==> src/design/eac_pkg.sv <==
// Shared types, constants and the arctangent table for the elliptic arc to Bezier block.
// No dependencies; every other design file imports this package.
`timescale 1ns / 1ps

package eac_pkg;

	// coordinate and angle formats
	localparam int COORD_W      = 24;
	localparam int RAD_W        = COORD_W - 1;
	localparam int ANGLE_STEPS  = 64;
	localparam int QUARTER      = 90 * ANGLE_STEPS;
	localparam int FULL_TURN    = 4 * QUARTER;
	localparam int FINE_SCALE   = 65536 / ANGLE_STEPS;
	localparam int FINE_QUARTER = 90 * 65536;
	localparam int FINE_W       = 25;
	localparam int MAX_PIECES   = 5;

	// trig unit formats
	localparam int TRIG_W       = 18;
	localparam int TRIG_ONE     = 65536;
	localparam int XY_W         = 34;
	localparam int Z_W          = 25;
	localparam int CORDIC_K     = 652032875;
	localparam int CORDIC_STEPS = 18;

	// divider and root formats
	localparam int DIV_NUM_W    = 49;
	localparam int DIV_DEN_W    = 33;
	localparam int DIV_Q_W      = 20;
	localparam int SQRT_OP_W    = 38;
	localparam int SQRT_W       = SQRT_OP_W / 2;

	// ceil(2^22 / 3): (v * DIV3_MAGIC) >> DIV3_SHIFT is floor(v / 3) for v below 2^21
	localparam int DIV3_MAGIC   = 1398102;
	localparam int DIV3_SHIFT   = 22;

	typedef struct packed {
		logic signed [COORD_W-1:0] center_x;
		logic signed [COORD_W-1:0] center_y;
		logic [RAD_W-1:0]          radius_x;
		logic [RAD_W-1:0]          radius_y;
		logic [15:0]               start_angle;
		logic [14:0]               span_angle;
		logic                      counter_clockwise;
		logic [15:0]               first_segment_id;
	} arc_req_t;

	typedef struct packed {
		logic signed [COORD_W-1:0] start_x;
		logic signed [COORD_W-1:0] start_y;
		logic signed [COORD_W-1:0] ctrl1_x;
		logic signed [COORD_W-1:0] ctrl1_y;
		logic signed [COORD_W-1:0] ctrl2_x;
		logic signed [COORD_W-1:0] ctrl2_y;
		logic signed [COORD_W-1:0] end_x;
		logic signed [COORD_W-1:0] end_y;
		logic [15:0]               segment_id;
		logic                      last_piece;
	} seg_res_t;

	// atan(2^-i) in degrees times 65536
	function automatic logic signed [Z_W-1:0] atan_entry(input logic [4:0] i);
		logic signed [Z_W-1:0] v;
		case (i)
			5'd0:  v = 25'sd2949120;
			5'd1:  v = 25'sd1740967;
			5'd2:  v = 25'sd919879;
			5'd3:  v = 25'sd466945;
			5'd4:  v = 25'sd234379;
			5'd5:  v = 25'sd117304;
			5'd6:  v = 25'sd58666;
			5'd7:  v = 25'sd29335;
			5'd8:  v = 25'sd14668;
			5'd9:  v = 25'sd7334;
			5'd10: v = 25'sd3667;
			5'd11: v = 25'sd1833;
			5'd12: v = 25'sd917;
			5'd13: v = 25'sd458;
			5'd14: v = 25'sd229;
			5'd15: v = 25'sd115;
			5'd16: v = 25'sd57;
			5'd17: v = 25'sd29;
			default: v = '0;
		endcase
		return v;
	endfunction

endpackage

==> src/design/eac_cordic.sv <==
// Iterative CORDIC giving Q1.16 cosine and sine of an angle in degrees times 65536.
// Depends on eac_pkg; one rotation step per cycle.
`timescale 1ns / 1ps

module eac_cordic import eac_pkg::*; (
	input  logic                     clk,
	input  logic                     arst_n,
	input  logic                     start,
	input  logic [FINE_W-1:0]        angle,
	output logic                     done,
	output logic signed [TRIG_W-1:0] cos_v,
	output logic signed [TRIG_W-1:0] sin_v
);

	logic                   busy_q;
	logic                   done_q;
	logic [4:0]             step_q;
	logic [1:0]             quad_q;
	logic signed [XY_W-1:0] x_q;
	logic signed [XY_W-1:0] y_q;
	logic signed [Z_W-1:0]  z_q;

	logic [1:0]             quad_w;
	logic [FINE_W-1:0]      base_w;
	logic signed [XY_W-1:0] dx_w;
	logic signed [XY_W-1:0] dy_w;
	logic signed [19:0]     xr_w;
	logic signed [19:0]     yr_w;
	logic [16:0]            cc_w;
	logic [16:0]            ss_w;

	// quadrant split of the incoming angle
	always_comb begin
		if (angle < FINE_W'(FINE_QUARTER)) begin
			quad_w = 2'd0;
			base_w = '0;
		end else if (angle < FINE_W'(2 * FINE_QUARTER)) begin
			quad_w = 2'd1;
			base_w = FINE_W'(FINE_QUARTER);
		end else if (angle < FINE_W'(3 * FINE_QUARTER)) begin
			quad_w = 2'd2;
			base_w = FINE_W'(2 * FINE_QUARTER);
		end else begin
			quad_w = 2'd3;
			base_w = FINE_W'(3 * FINE_QUARTER);
		end
	end

	assign dx_w = y_q >>> step_q;
	assign dy_w = x_q >>> step_q;

	// rotation steps
	always_ff @(posedge clk or negedge arst_n) begin
		if (!arst_n) begin
			busy_q <= 1'b0;
			done_q <= 1'b0;
			step_q <= '0;
		end else begin
			done_q <= 1'b0;
			if (start) begin
				busy_q <= 1'b1;
				step_q <= '0;
			end else if (busy_q) begin
				step_q <= step_q + 5'd1;
				if (step_q == 5'(CORDIC_STEPS - 1)) begin
					busy_q <= 1'b0;
					done_q <= 1'b1;
				end
			end
		end
	end

	always_ff @(posedge clk) begin
		if (start) begin
			quad_q <= quad_w;
			x_q    <= XY_W'(CORDIC_K);
			y_q    <= '0;
			z_q    <= Z_W'(angle - base_w);
		end else if (busy_q) begin
			if (z_q >= 0) begin
				x_q <= x_q - dx_w;
				y_q <= y_q + dy_w;
				z_q <= z_q - atan_entry(step_q);
			end else begin
				x_q <= x_q + dx_w;
				y_q <= y_q - dy_w;
				z_q <= z_q + atan_entry(step_q);
			end
		end
	end

	// round to q16, clamp to [0, one], then apply the quadrant
	assign xr_w = 20'((x_q + XY_W'(8192)) >>> 14);
	assign yr_w = 20'((y_q + XY_W'(8192)) >>> 14);

	always_comb begin
		if (xr_w < 0)
			cc_w = '0;
		else if (xr_w > 20'sd65536)
			cc_w = 17'(TRIG_ONE);
		else
			cc_w = xr_w[16:0];
		if (yr_w < 0)
			ss_w = '0;
		else if (yr_w > 20'sd65536)
			ss_w = 17'(TRIG_ONE);
		else
			ss_w = yr_w[16:0];
		case (quad_q)
			2'd0: begin
				cos_v = $signed({1'b0, cc_w});
				sin_v = $signed({1'b0, ss_w});
			end
			2'd1: begin
				cos_v = -$signed({1'b0, ss_w});
				sin_v = $signed({1'b0, cc_w});
			end
			2'd2: begin
				cos_v = -$signed({1'b0, cc_w});
				sin_v = -$signed({1'b0, ss_w});
			end
			default: begin
				cos_v = $signed({1'b0, ss_w});
				sin_v = -$signed({1'b0, cc_w});
			end
		endcase
	end

	assign done = done_q;

endmodule

==> config.mk <==
export PLATFORM = sky130hd
export DESIGN_NAME = eac_cordic
export DESIGN_NICKNAME = d
export VERILOG_FILES = /design/src/design/eac_pkg.sv /design/src/design/eac_cordic.sv
export SDC_FILE = /design/constraint.sdc
export NUM_CORES = 1
export LEC_CHECK = 0
export BUFFER_PORTS_ARGS = -buffer_cell sky130_fd_sc_hd__buf_4
export CAP_MARGIN = 20
export CELL_PAD_IN_SITES_DETAIL_PLACEMENT = 0
export CELL_PAD_IN_SITES_GLOBAL_PLACEMENT = 2
export CORE_ASPECT_RATIO = 0.9
export CORE_MARGIN = 8
export CORE_UTILIZATION = 32
export CTS_CLUSTER_SIZE = 8
export DETAILED_ROUTE_END_ITERATION = 8
export PLACE_DENSITY = 0.78
export SLEW_MARGIN = 20
export SYNTH_ARGS = -nofsm -noshare
export SYNTH_HDL_FRONTEND = slang
export SYNTH_SLANG_ARGS = --single-unit
==> constraint.sdc <==
create_clock -name clk -period 13.63 [get_ports clk]
set_input_delay 2.726 -clock clk [delete_from_list [all_inputs] [get_ports clk]]
set_output_delay 2.726 -clock clk [all_outputs]
set_load 0.01 [all_outputs]
# After elaboration in Yosys (flattened, before gate mapping)
# Memory sizes are Yosys's and may differ from the RTL's.
# Cells that the tools add are included.
[totals]
ff_bits = 102
in_bits = 28
memories = 2
output_inout_bits = 37
elab_cells = 68
rom_bits = 1408
[op_classes]
n_addsub = 12
magnitude_cmp = 8
n_eq_ne = 3
n_reduce_logical = 3
mux = 30
shifts = 2
[memory_table]
columns = ["name", "depth", "width", "read_ports", "rd_clocked_by_memory_dff", "write_ports", "line", "source"]
rows = [
  ["(no name shown)", 32, 22, 1, 0, 0, "eac_pkg.sv:64", "case (i)"],
  ["(no name shown)", 32, 22, 1, 0, 0, "eac_pkg.sv:64", ""],
]
[op_table]
columns = ["op", "n"]
rows = [
  ["25-bit two-way mux", 12],
  ["18-bit one-hot mux with 3 select lines", 2],
  ["34-bit by 15-bit adder with 34-bit output (second input constant)", 2],
  ["34-bit adder", 2],
  ["17-bit two-way mux", 4],
  ["34-bit two-way mux", 2],
  ["34-bit by 5-bit >>> shifter with 34-bit output", 2],
  ["34-bit subtractor", 2],
  ["25-bit subtractor", 2],
  ["20-bit by 18-bit > comparator with 1-bit output (second input constant)", 2],
  ["20-bit by 1-bit less-than comparator with 1-bit output (second input constant)", 2],
  ["17-bit negator with 18-bit output", 2],
  ["25-bit adder", 1],
  ["25-bit by 1-bit greater-or-equal comparator with 1-bit output (second input constant)", 1],
  ["25-bit by 23-bit less-than comparator with 1-bit output (second input constant)", 1],
  ["25-bit by 24-bit less-than comparator with 1-bit output (second input constant)", 1],
  ["25-bit less-than comparator (second input constant)", 1],
  ["5-bit two-way mux", 2],
  ["1-bit two-way mux", 8],
  ["5-bit by 1-bit adder with 5-bit output (second input constant)", 1],
  ["5-bit equality test (second input constant)", 1],
  ["2-bit by 1-bit equality test with 1-bit output (second input constant)", 1],
  ["2-bit equality test (second input constant)", 1],
  ["2-bit logical NOT", 1],
  ["2 further kinds", 2],
]

# Depth between registers and ports, before layout
# Gate-level depths: netlist of the first run.
[depth]
depth_word = 8
mapped_depth = 29
depth_no_buf = 23

# Worst setup path before layout of the first run
# OpenSTA, ideal clock, no wires.
[synth_path]
path_type = "reg2out"
from = "register x_q[14]"
to = "output port cos_v[2]"
n_path_buf = 4
required_ns = 10.904
stages_incl_launch_ff = 18
arrival_time_ns = 4.275
slack_ns = 6.629
path_cell_list = "dfxtp_1 > ha_1 > clkbuf_1 > nand2_1 > or4_1 > xnor2_1 > a21oi_1 > a41oi_1 > or2_2 > clkbuf_1 > clkbuf_1 > nor2_1 > inv_1 > ha_1 > clkbuf_1 > nor2_1 > mux4_2 > a311oi_1"
[synth_between]
elab_chain_cells = 6
elab_cells_between_ends = 7
classes_between = "add/sub (2); order compare (2); mux (3)"
[synth_lines]
columns = ["element", "line", "source"]
rows = [
  ["start, declared", "eac_cordic.sv:19", "logic signed [XY_W-1:0] x_q;"],
  ["start signal, assigned", "eac_cordic.sv:76", "x_q <= XY_W'(CORDIC_K);"],
  ["start signal, assigned", "eac_cordic.sv:81", "x_q <= x_q - dx_w;"],
  ["start signal, assigned", "eac_cordic.sv:85", "x_q <= x_q + dx_w;"],
  ["34-bit by 15-bit adder with 34-bit output *", "eac_cordic.sv:93", "assign xr_w = 20'((x_q + XY_W'(8192)) >>> 14);"],
  ["20-bit by 18-bit > comparator with 1-bit output", "eac_cordic.sv:99", "else if (xr_w > 20'sd65536)"],
  ["17-bit two-way mux", "eac_cordic.sv:99", ""],
  ["17-bit two-way mux *", "eac_cordic.sv:97", "if (xr_w < 0)"],
  ["17-bit negator with 18-bit output", "eac_cordic.sv:119", "cos_v = -$signed({1'b0, cc_w});"],
  ["18-bit one-hot mux with 3 select lines *", "eac_cordic.sv:109", "case (quad_q)"],
  ["end, declared", "eac_cordic.sv:11", "output logic signed [TRIG_W-1:0] cos_v,"],
]
# Mark *: on every way between the ends. The rest lies on a longest branch, timed or not.

# Worst setup path after layout of the first run
[layout_path]
from = "register y_q[14]"
to = "output port cos_v[12]"
[layout_between]
elab_chain_cells = 6
elab_cells_between_ends = 7
classes_between = "add/sub (2); order compare (2); mux (3)"
[layout_lines]
columns = ["element", "line", "source"]
rows = [
  ["start, declared", "eac_cordic.sv:20", "logic signed [XY_W-1:0] y_q;"],
  ["start signal, assigned", "eac_cordic.sv:82", "y_q <= y_q + dy_w;"],
  ["start signal, assigned", "eac_cordic.sv:86", "y_q <= y_q - dy_w;"],
  ["34-bit by 15-bit adder with 34-bit output *", "eac_cordic.sv:94", "assign yr_w = 20'((y_q + XY_W'(8192)) >>> 14);"],
  ["20-bit by 18-bit > comparator with 1-bit output", "eac_cordic.sv:105", "else if (yr_w > 20'sd65536)"],
  ["17-bit two-way mux", "eac_cordic.sv:105", ""],
  ["17-bit two-way mux *", "eac_cordic.sv:103", "if (yr_w < 0)"],
  ["17-bit negator with 18-bit output", "eac_cordic.sv:115", "cos_v = -$signed({1'b0, ss_w});"],
  ["18-bit one-hot mux with 3 select lines *", "eac_cordic.sv:109", ""],
]
# Marked as above.

==> qor.csv, run 1 <==
metric,value,unit
status,"finished, final reports clean",
max_slew_margin,19.0,%
critical_path_arrival,5690,ps
fmax,119,MHz
first_pass_iters,5,
nFillCells,6146,
grt_pass1_wl,111000,microns
use_met3,3.32,%
irDropWorstVdd,0.000174,V
cts_tree,yes,
worstSetupPathType,register to output port,
rsz0062_at_grt,false,
grt_usage,20.8,%
num_vias,19234,
fin_hold_ws,547,ps
ys_seq_elements,102,
wl_per_cell,23.2,microns
gp_congestion,0.923,
root_buffer,clkbuf_16,
io_pins,65,
synth_top_area_share,12.6,%
syn_area,0.0190,sq mm
drt_iter0_drc,2151,
via_per_inst,6.09,
cts_resized,0,
r2r-end,x_q[33],
cts_buffers,9,
grt_pass1_vias,17794,
final_nets,2521,
synth_cells,2446,
start_util,32.4,%
core,0.0585,sq mm
regArea,0.00236,sq mm
worst_clock_skew,17.4,ps
synth_area_leader_cell,mux4_2,
final.setup.tns,0,ps
pwr-share-clk,4.4,%
drc,0,
busiest_layer,met2,
p_int,2.84,mW
clock_sinks,102,
routed_wl,73300,microns
clock_latency,400,ps
cts_setup_buffers,0,
ys_types,94,
swShare,54.1,%
p_comb_share,82.6,%
post-dp-hpwl,54100,microns
ys_async_sr_fraction,6.86,%
start_kind,register,
htree_levels,3,
worstRegToRegCells,23,
use_met2,31.2,%
synthFlopType,dfxtp_1,
holdPathEnd,y_q[0],
overflow,0,
post-place-ws,5820,ps
layout-drive-gt1-share,13.5,%
yosys_warnings,0,
worstHoldPathCells,2,
worst-slew-pin-transition,1210,ps
yosysSeqAreaShare,12.4,%
clockBufferDepth,2,
cellPowerDensity,305,mW/mm^2
path_clk_slew,70,ps
avgSynthCellArea,7.77,sq um
die_w,273,microns
p_leak,8.12,nW
synthTopCellsByArea,"mux4_2 13%, ha_1 7.4%, dfxtp_1 7.2%",
antenna_found_initial,0,
die_h,247,microns
reg2reg_slack,5760,ps
finalHoldViolCount,0,
cp_max_fo,14,
period_share,61.8,%
rows,84,
cp-end-kind,output port,
synthToLayoutAreaGrowth,6.69,%
maxCapViolCount,0,
worst_slack,5210,ps
synth_fp_nets,2591,
multi_input_area,0.0156,sq mm
hp-start,y_q[0],
required,10900,ps
regToRegStartpoint,step_q[0],
grt.met1_usage,30.3,%
ant_nets,0,
synth_edf_count,27,
hold_buffers,0,
seqPwrFrac,13.0,%
grt_start_max_net_pins,83,
final_max_slew_viol_count,0,
p_switching,3.34,mW
period_needed,8420,ps
io_buffers,64,
setup_violations,0,
die_area,0.0674,sq mm
hold_path.class,register to register,
-- synthesized netlist by cell type, types with 22 or more instances --
cell type  number
buf_1          24
nand2b_1       26
or2_2          22
mux2_2         25
nor3_1         62
mux4_2        106
nor2b_1        28
a21o_1         35
a31oi_1        23
and3_1         31
clkbuf_1      128
xor2_1         97
o21a_1         23
a21oi_1       144
nand3_1        81
ha_1          113
o31ai_1        27
dfxtp_1        68
nor2_1        217
and2_1         26
nand2_1       246
mux2i_1        99
buf_2          23
edfxtp_1       27
xnor2_1       108
o22ai_1        23
o21ai_0       175
o211ai_1       22
a211oi_1       32
inv_1          70
-- cell families after synthesis --
kind of cell             count (synthesis)  share of synthesized area [%]
AND/OR/NAND/NOR                        836                           21.0
AO/OA/AOI/OAI                          686                           23.8
buffers and inverters                  264                           5.74
multiplexers                           236                           19.8
XOR/XNOR                               205                           9.45
adder cells (fa/ha/maj)                117                           7.86
flip-flops                             102                           12.4
-- cell usage in the layout, fill, tap and decap left out, types with 22 or more instances in the layout --
cell / Yosys / routed
nor2_1: 217 / 216
o21ai_0: 175 / 174
a31oi_1: 23 / 23
dfxtp_1: 68 / 68
nand3_1: 81 / 81
o22ai_1: 23 / 23
xor2_1: 97 / 97
inv_1: 70 / 69
xnor2_1: 108 / 108
nand2_1: 246 / 246
nand2b_1: 26 / 26
ha_1: 113 / 113
o211ai_1: 22 / 22
nor2b_1: 28 / 28
o31ai_1: 27 / 27
a211oi_1: 32 / 32
a21oi_1: 144 / 144
buf_4: 5 / 106
a21o_1: 35 / 35
nor3_1: 62 / 61
mux4_2: 106 / 106
or2_2: 22 / 22
mux2i_1: 99 / 99
mux2_2: 25 / 25
o21a_1: 23 / 23
and3_1: 31 / 31
edfxtp_1: 27 / 27
and2_1: 26 / 26
-- power by group through the flow --
stage	combinational (mW)	sequential, mW	clock (mW)
2_1_floorplan	3.99	0.571	0
6_report	5.11	0.802	0.273
3_3_place_gp	5.00	0.786	0
5_1_grt	5.66	0.811	0.293
4_1_cts	5.08	0.783	0.285
3_5_place_dp	5.04	0.788	0
-- critical path, stage by stage, from the launching register on --
cell and delay, ps:
dfxtp_1 830, ha_1 470, xnor2_1 170, a31o_2 220
nor4bb_1 550, nor2b_1 390, o2111a_1 260, o21a_1 360
and2_1 240, inv_1 50, ha_1 330, nand3_1 140
nor2b_1 70, o21ai_0 390, a21boi_0 490, a2bb2oi_1 130
nand2_1 80, buf_4 120
-- cell type report --
type / count / area share (%)
diodes: 1 / 0.0123
clock buffers: 10 / 1.18
clock inverters: 6 / 0.222
inverters: 77 / 1.43
multi-input cells: 2080 / 76.8
flip-flops and latches: 102 / 11.7
well taps: 774 / 4.78
repair buffers: 106 / 3.93
-- sequential cells by signal, indices dropped and copies added, names as in the netlist --
| signal | cells |
|---|---|
| z_q | 25 |
| y_q | 34 |
| x_q | 34 |
| busy_q | 1 |
| step_q | 5 |
| quad_q | 2 |
| done | 1 |
-- metal layers --
layer / vias up / share of wire (%)
li1: 9003 / -
met1: 9341 / 47
met2: 789 / 43
met3: 101 / 8.3
met4: 0 / 2.5
met5: - / 0
-- worst max path at each step --
stage | from | cells past startpoint | endpoint
detailed placement | step_q[0] | 23 | x_q[33]
global placement | step_q[0] | 23 | x_q[33]
floorplan | x_q[14] | 17 | cos_v[2]
finish | y_q[14] | 17 | cos_v[12]
CTS | y_q[14] | 17 | cos_v[12]
global route | y_q[14] | 17 | cos_v[12]
-- through the flow --
step	total power [mW]	utilization (%)	instances	area (sq um)
floorplan	4.56	-	2446	19000
global placement	5.79	34.1	3139	20000
detailed placement	5.83	34.1	3139	20000
CTS	6.15	34.6	3155	20300
global route	6.76	34.6	3155	20300
finish	6.18	34.6	3156	20300
Note: power is estimated with default switching activity, not from simulation.
==> inputs of run 2 (changes only) <==
==> constraint.sdc (replaced) <==
create_clock -name clk -period 8.07 [get_ports clk]
set_input_delay 1.614 -clock clk [delete_from_list [all_inputs] [get_ports clk]]
set_output_delay 1.614 -clock clk [all_outputs]
set_load 0.01 [all_outputs]
==> run 2 against run 1 <==
Flip-flop and latch count is the same. Register-to-register slack worse by 5100 ps. Clock power rose by 100%. Setup slack worse by 4500 ps. Die area is the same. Count of clock-buffer cells in the layout unchanged. Combinational power is 71% higher. Total power increased by 73%. Largest power group unchanged.
==> qor.csv, run 2 (synthesis gave the netlist of run 1 again) <==
metric,value,unit,change
period_share,91.4,%,
status,"finished, final reports clean",,unchanged
layout_common_cells,"246 x nand2_1, 216 x nor2_1, 174 x o21ai_0",,unchanged
drt_iter0_drc,1966,,"was 2,151"
hold_path.class,register to register,,unchanged
cp_max_fo,51,,was 14
ant_nets,0,,unchanged
rsz0062_at_grt,false,,unchanged
antenna_found_initial,1,,was 0
p_comb_share,81.9,%,was 82.6%
clockBufferDepth,2,,unchanged
gp_congestion,1.03,,was 0.923
p_total,10.7,mW,was 6.18 mW
layout-drive-gt1-share,14.2,%,was 13.5%
io_buffers,64,,unchanged
cp-end-kind,register,,was output port
clock_sinks,102,,unchanged
maxCapViolCount,0,,unchanged
rows,84,,unchanged
first_pass_iters,5,,unchanged
hold_buffers,0,,unchanged
instances_no_fill,3174,,"was 3,156"
die_h,247,microns,unchanged
required,8420,ps,"was 10,900 ps"
critical_path_arrival,7720,ps,was 5690 ps
cts_buffers,9,,unchanged
drc,0,,unchanged
fin_hold_ws,506,ps,was 547 ps
die_w,273,microns,unchanged
num_vias,19412,,"was 19,234"
max_slew_margin,28.9,%,was 19.0%
cts_tree,yes,,unchanged
grt_pass1_wl,114000,microns,"was 111,000 microns"
grt_pass1_vias,18316,,"was 17,794"
path_clk_slew,80,ps,was 70 ps
via_per_inst,6.12,,was 6.09
io_pins,65,,unchanged
irDropWorstVdd,0.000351,V,was 0.000174 V
final_max_slew_viol_count,0,,unchanged
worstSetupPathType,register to register,,was register to output port
n_antenna_cell,0,,was 1
die_area,0.0674,sq mm,unchanged
grt_usage,21.6,%,was 20.8%
p_leak,8.26,nW,was 8.12 nW
layout_commonest_cell,nand2_1,,unchanged
cts_setup_buffers,0,,unchanged
synthToLayoutAreaGrowth,7.94,%,was 6.69%
setup_violations,0,,unchanged
p_switching,5.76,mW,was 3.34 mW
routed_wl,75500,microns,"was 73,300 microns"
final_nets,2540,,"was 2,521"
core,0.0585,sq mm,unchanged
worst_clock_skew,11.0,ps,was 17.4 ps
fmax,136,MHz,
final.setup.tns,0,ps,unchanged
cts_resized,0,,unchanged
cellPowerDensity,521,mW/mm^2,was 305 mW/mm^2
start_kind,register,,unchanged
seqPwrFrac,12.9,%,was 13.0%
grt_start_max_net_pins,71,,was 83
pwr-share-clk,5.2,%,was 4.4%
root_buffer,clkbuf_16,,unchanged
finalHoldViolCount,0,,unchanged
wl_per_cell,23.8,microns,was 23.2 microns
p_int,4.92,mW,was 2.84 mW
clock_latency,400,ps,about the same
post-dp-hpwl,57400,microns,"was 54,100 microns"
worst-slew-pin-transition,1070,ps,was 1210 ps
reg_top3,"x_q (34), y_q (34), z_q (25)",,unchanged
start_util,32.4,%,unchanged
overflow,0,,unchanged
place_inst,3158,,"was 3,139"
htree_levels,3,,unchanged
period_needed,7380,ps,
swShare,54.0,%,was 54.1%
## run 2: layer usage
| metal | GRT usage, % | wire length (microns) |
|---|---|---|
| met4 | 5.84 | 1920 |
| met1 | 30.7 | 34800 |
| met3 | 5.29 | 7170 |
| met2 | 32.0 | 31600 |
| met5 | 0 | 0 |
## run 2: power groups by stage
stage	clock (mW)	combinational, mW	sequential (mW)
global route	0.581	9.65	1.39
CTS	0.572	8.65	1.34
floorplan	0	6.74	0.965
global placement	0	8.53	1.35
finish	0.552	8.74	1.38
detailed placement	0	8.59	1.35
## run 2: critical path, cell delays in order (launching register included)
cell	delay [ps]
dfrtp_4	950
buf_4	400
mux4_2	570
mux2i_1	520
o22ai_1	150
a221oi_1	550
nand3_1	170
or4_1	650
or2_2	380
o41ai_1	450
xnor2_1	130
ha_1	390
nand2_1	120
nor4bb_1	370
a21oi_1	80
o211a_1	150
o41ai_1	530
a31o_2	240
o211ai_1	130
a211oi_2	240
a31o_1	120
## run 2: cell type report
type | instances | area [sq um]
fillers | 6116 | 38000
multi-input cells | 2080 | 15600
flip-flops and latches | 102 | 2360
well taps | 774 | 968
repair buffers | 125 | 963
inverters | 77 | 289
clock buffers | 10 | 239
clock inverters | 6 | 116
## run 2: final timing paths
kind,start,to,slack (ps),cells after the start
hold reg to reg,x_q[0],x_q[0],510,2
setup / recovery,step_q[0],y_q[33],690,20
setup reg to reg,step_q[0],y_q[33],690,20
min in group asynchronous,arst_n,step_q[4],1010,1
hold / removal,x_q[0],x_q[0],510,2
max in group asynchronous,arst_n,step_q[1],6910,1
## run 2: stage by stage
stage	instance area (sq um)	worst slack (ps)	util, %
3_5_place_dp	20100	969	34.4
2_1_floorplan	19000	1380	-
4_1_cts	20500	740	35.0
6_report	20500	692	35.0
5_1_grt	20500	261	35.0
3_3_place_gp	20100	980	34.4
==> inputs of run 3 (changes only) <==
--- a/config.mk
+++ b/config.mk
@@ -11,11 +11,10 @@
 export CELL_PAD_IN_SITES_GLOBAL_PLACEMENT = 2
 export CORE_ASPECT_RATIO = 0.9
 export CORE_MARGIN = 8
-export CORE_UTILIZATION = 32
+export CORE_UTILIZATION = 39
 export CTS_CLUSTER_SIZE = 8
 export DETAILED_ROUTE_END_ITERATION = 8
-export PLACE_DENSITY = 0.78
-export SLEW_MARGIN = 20
+export PLACE_DENSITY = 0.91
 export SYNTH_ARGS = -nofsm -noshare
 export SYNTH_HDL_FRONTEND = slang
 export SYNTH_SLANG_ARGS = --single-unit
==> run 3 against run 2 <==
Die area decreased by 17%. Via count increased by 1.3%. Critical path depth decreased by 3. Critical path type is now register to output port. Largest cell class unchanged.
==> qor.csv, run 3 (synthesis gave the netlist of run 1 again) <==
metric,value,unit,change
period_share,90.3,%,was 91.4%
clockBufferDepth,2,,unchanged
startpoint,y_q[16],,was step_q[0]
p_leak,8.19,nW,was 8.26 nW
overflow,0,,unchanged
place_inst,2997,,"was 3,158"
drc,0,,unchanged
fmax,137,MHz,was 136 MHz
cp_max_fo,18,,was 51
p_switching,5.67,mW,was 5.76 mW
period_needed,7290,ps,was 7380 ps
hold_buffers,0,,unchanged
swShare,54.0,%,about the same
cts_tree,yes,,unchanged
die_h,225,microns,was 247 microns
p_comb_share,81.7,%,was 81.9%
seqPwrFrac,13.8,%,was 12.9%
final_nets,2529,,"was 2,540"
reg2reg_slack,870,ps,was 690 ps
critical_path_arrival,5670,ps,was 7720 ps
post-dp-hpwl,53500,microns,"was 57,400 microns"
clock_latency,400,ps,about the same
via_per_inst,6.53,,was 6.12
final_max_slew_viol_count,0,,unchanged
utilization,42.1,%,was 35.0%
rows,76,,was 84
final.setup.tns,0,ps,unchanged
p_int,4.82,mW,was 4.92 mW
layout-drive-gt1-share,13.8,%,was 14.2%
status,"finished, final reports clean",,unchanged
worstRegToRegCells,22,,was 20
num_vias,19674,,"was 19,412"
cts_setup_buffers,0,,unchanged
io_buffers,64,,unchanged
grt_pass1_wl,110000,microns,"was 114,000 microns"
die_w,249,microns,was 273 microns
crit_end,cos_v[16],,was y_q[33]
post-place-ws,1020,ps,was 969 ps
root_buffer,clkbuf_16,,unchanged
p_total,10.5,mW,was 10.7 mW
clock_sinks,102,,unchanged
drt_iter0_drc,2149,,"was 1,966"
cpPeakStageDelay,950,ps,about the same
setup_violations,0,,unchanged
synthToLayoutAreaGrowth,6.34,%,was 7.94%
first_pass_iters,6,,was 5
routed_wl,71700,microns,"was 75,500 microns"
layout_commonest_cell,nand2_1,,unchanged
grt_pass1_vias,18616,,"was 18,316"
cts_buffers,9,,unchanged
max_slew_margin,28.5,%,was 28.9%
postPlaceCellArea,0.0199,sq mm,was 0.0201 sq mm
instances_no_fill,3014,,"was 3,174"
critical-path-slowest-cell,dfxtp_1,,was dfrtp_4
cellPowerDensity,520,mW/mm^2,was 521 mW/mm^2
cp-end-kind,output port,,was register
wl_per_cell,23.8,microns,about the same
antenna_found_initial,2,,was 1
fin_area,0.0202,sq mm,was 0.0205 sq mm
die_area,0.0560,sq mm,was 0.0674 sq mm
reg_top3,"x_q (34), y_q (34), z_q (25)",,unchanged
crit_chain,and4_1 -> a21boi_0 -> nor4bb_1 -> nor2b_1 -> buf_4 -> o2111a_1 -> o21a_1 -> and2_1 -> inv_1 -> ha_1 -> nand3_1 -> nor2b_1 -> o21ai_0 -> nor3_1 -> a221o_1 -> a21oi_1 -> buf_4,,was buf_4 -> mux4_2 -> mux2i_1 -> o22ai_1 -> a221oi_1 -> nand3_1 -> or4_1 -> or2_2 -> o41ai_1 -> xnor2_1 -> ha_1 -> nand2_1 -> nor4bb_1 -> a21oi_1 -> o211a_1 -> o41ai_1 -> a31o_2 -> o211ai_1 -> a211oi_2 -> a31o_1
worst_slack,782,ps,was 692 ps
worstSetupPathType,register to output port,,was register to register
rsz0062_at_grt,false,,unchanged
fin_hold_ws,524,ps,was 506 ps
worst-slew-pin-transition,1070,ps,about the same
start_util,39.6,%,was 32.4%
grt_usage,24.6,%,was 21.6%
finalHoldViolCount,0,,unchanged
irDropWorstVdd,0.000356,V,was 0.000351 V
cts_resized,0,,unchanged
r2r-end,x_q[33],,was y_q[33]
io_pins,65,,unchanged
htree_levels,3,,unchanged
regToRegStartpoint,step_q[1],,was step_q[0]
core,0.0480,sq mm,was 0.0585 sq mm
ant_nets,0,,unchanged
required,6460,ps,was 8420 ps
pwr-share-clk,4.6,%,was 5.2%
hold_path.class,register to register,,unchanged
grt_start_max_net_pins,75,,was 71
gp_congestion,1.04,,was 1.03
worst_clock_skew,14.9,ps,was 11.0 ps
maxCapViolCount,0,,unchanged
start_kind,register,,unchanged
layout_common_cells,"246 x nand2_1, 217 x nor2_1, 174 x o21ai_0",,"was 246 x nand2_1, 216 x nor2_1, 174 x o21ai_0"
path_clk_slew,80,ps,about the same
-- run 3: area by class of cell --
cell class	count	area, sq um
fillers	4841	27800
inverters	77	289
clock inverters	6	70.1
multi-input cells	2080	15600
well taps	624	781
clock buffers	10	229
diodes	1	2.50
flip-flops and latches	102	2360
repair buffers	114	901
-- run 3: power by group through the flow --
| stage | logic [mW] | clock network (mW) | registers, mW |
|---|---|---|---|
| final | 8.57 | 0.478 | 1.45 |
| after detailed placement | 8.41 | 0 | 1.42 |
| after global routing | 9.45 | 0.512 | 1.46 |
| after floorplan | 6.74 | 0 | 0.965 |
| after CTS | 8.47 | 0.501 | 1.41 |
| after global placement | 8.28 | 0 | 1.41 |
-- run 3: worst min path at each step --
stage                        end    from  cells after the start
after floorplan           x_q[0]  x_q[0]                      2
after global placement    x_q[0]  x_q[0]                      2
after detailed placement  x_q[0]  x_q[0]                      2
after CTS                 x_q[0]  x_q[0]                      2
after global routing      x_q[0]  x_q[0]                      2
final                     x_q[0]  x_q[0]                      2
-- run 3: worst max-delay path: cells and delay by family (launching register included) --
kind,cells,cell delay (ps)
adder cells (fa/ha/maj),1,350
AND/OR/NAND/NOR,7,1870
AO/OA/AOI/OAI,6,1690
flip-flops,1,950
buffers and inverters,3,400
-- run 3: per-layer routing --
| metal | track usage (%) | wire length, microns |
|---|---|---|
| met1 | 33.7 | 31800 |
| met2 | 37.1 | 30600 |
| met3 | 6.40 | 7140 |
| met4 | 8.73 | 2240 |
| met5 | 0 | 12 |
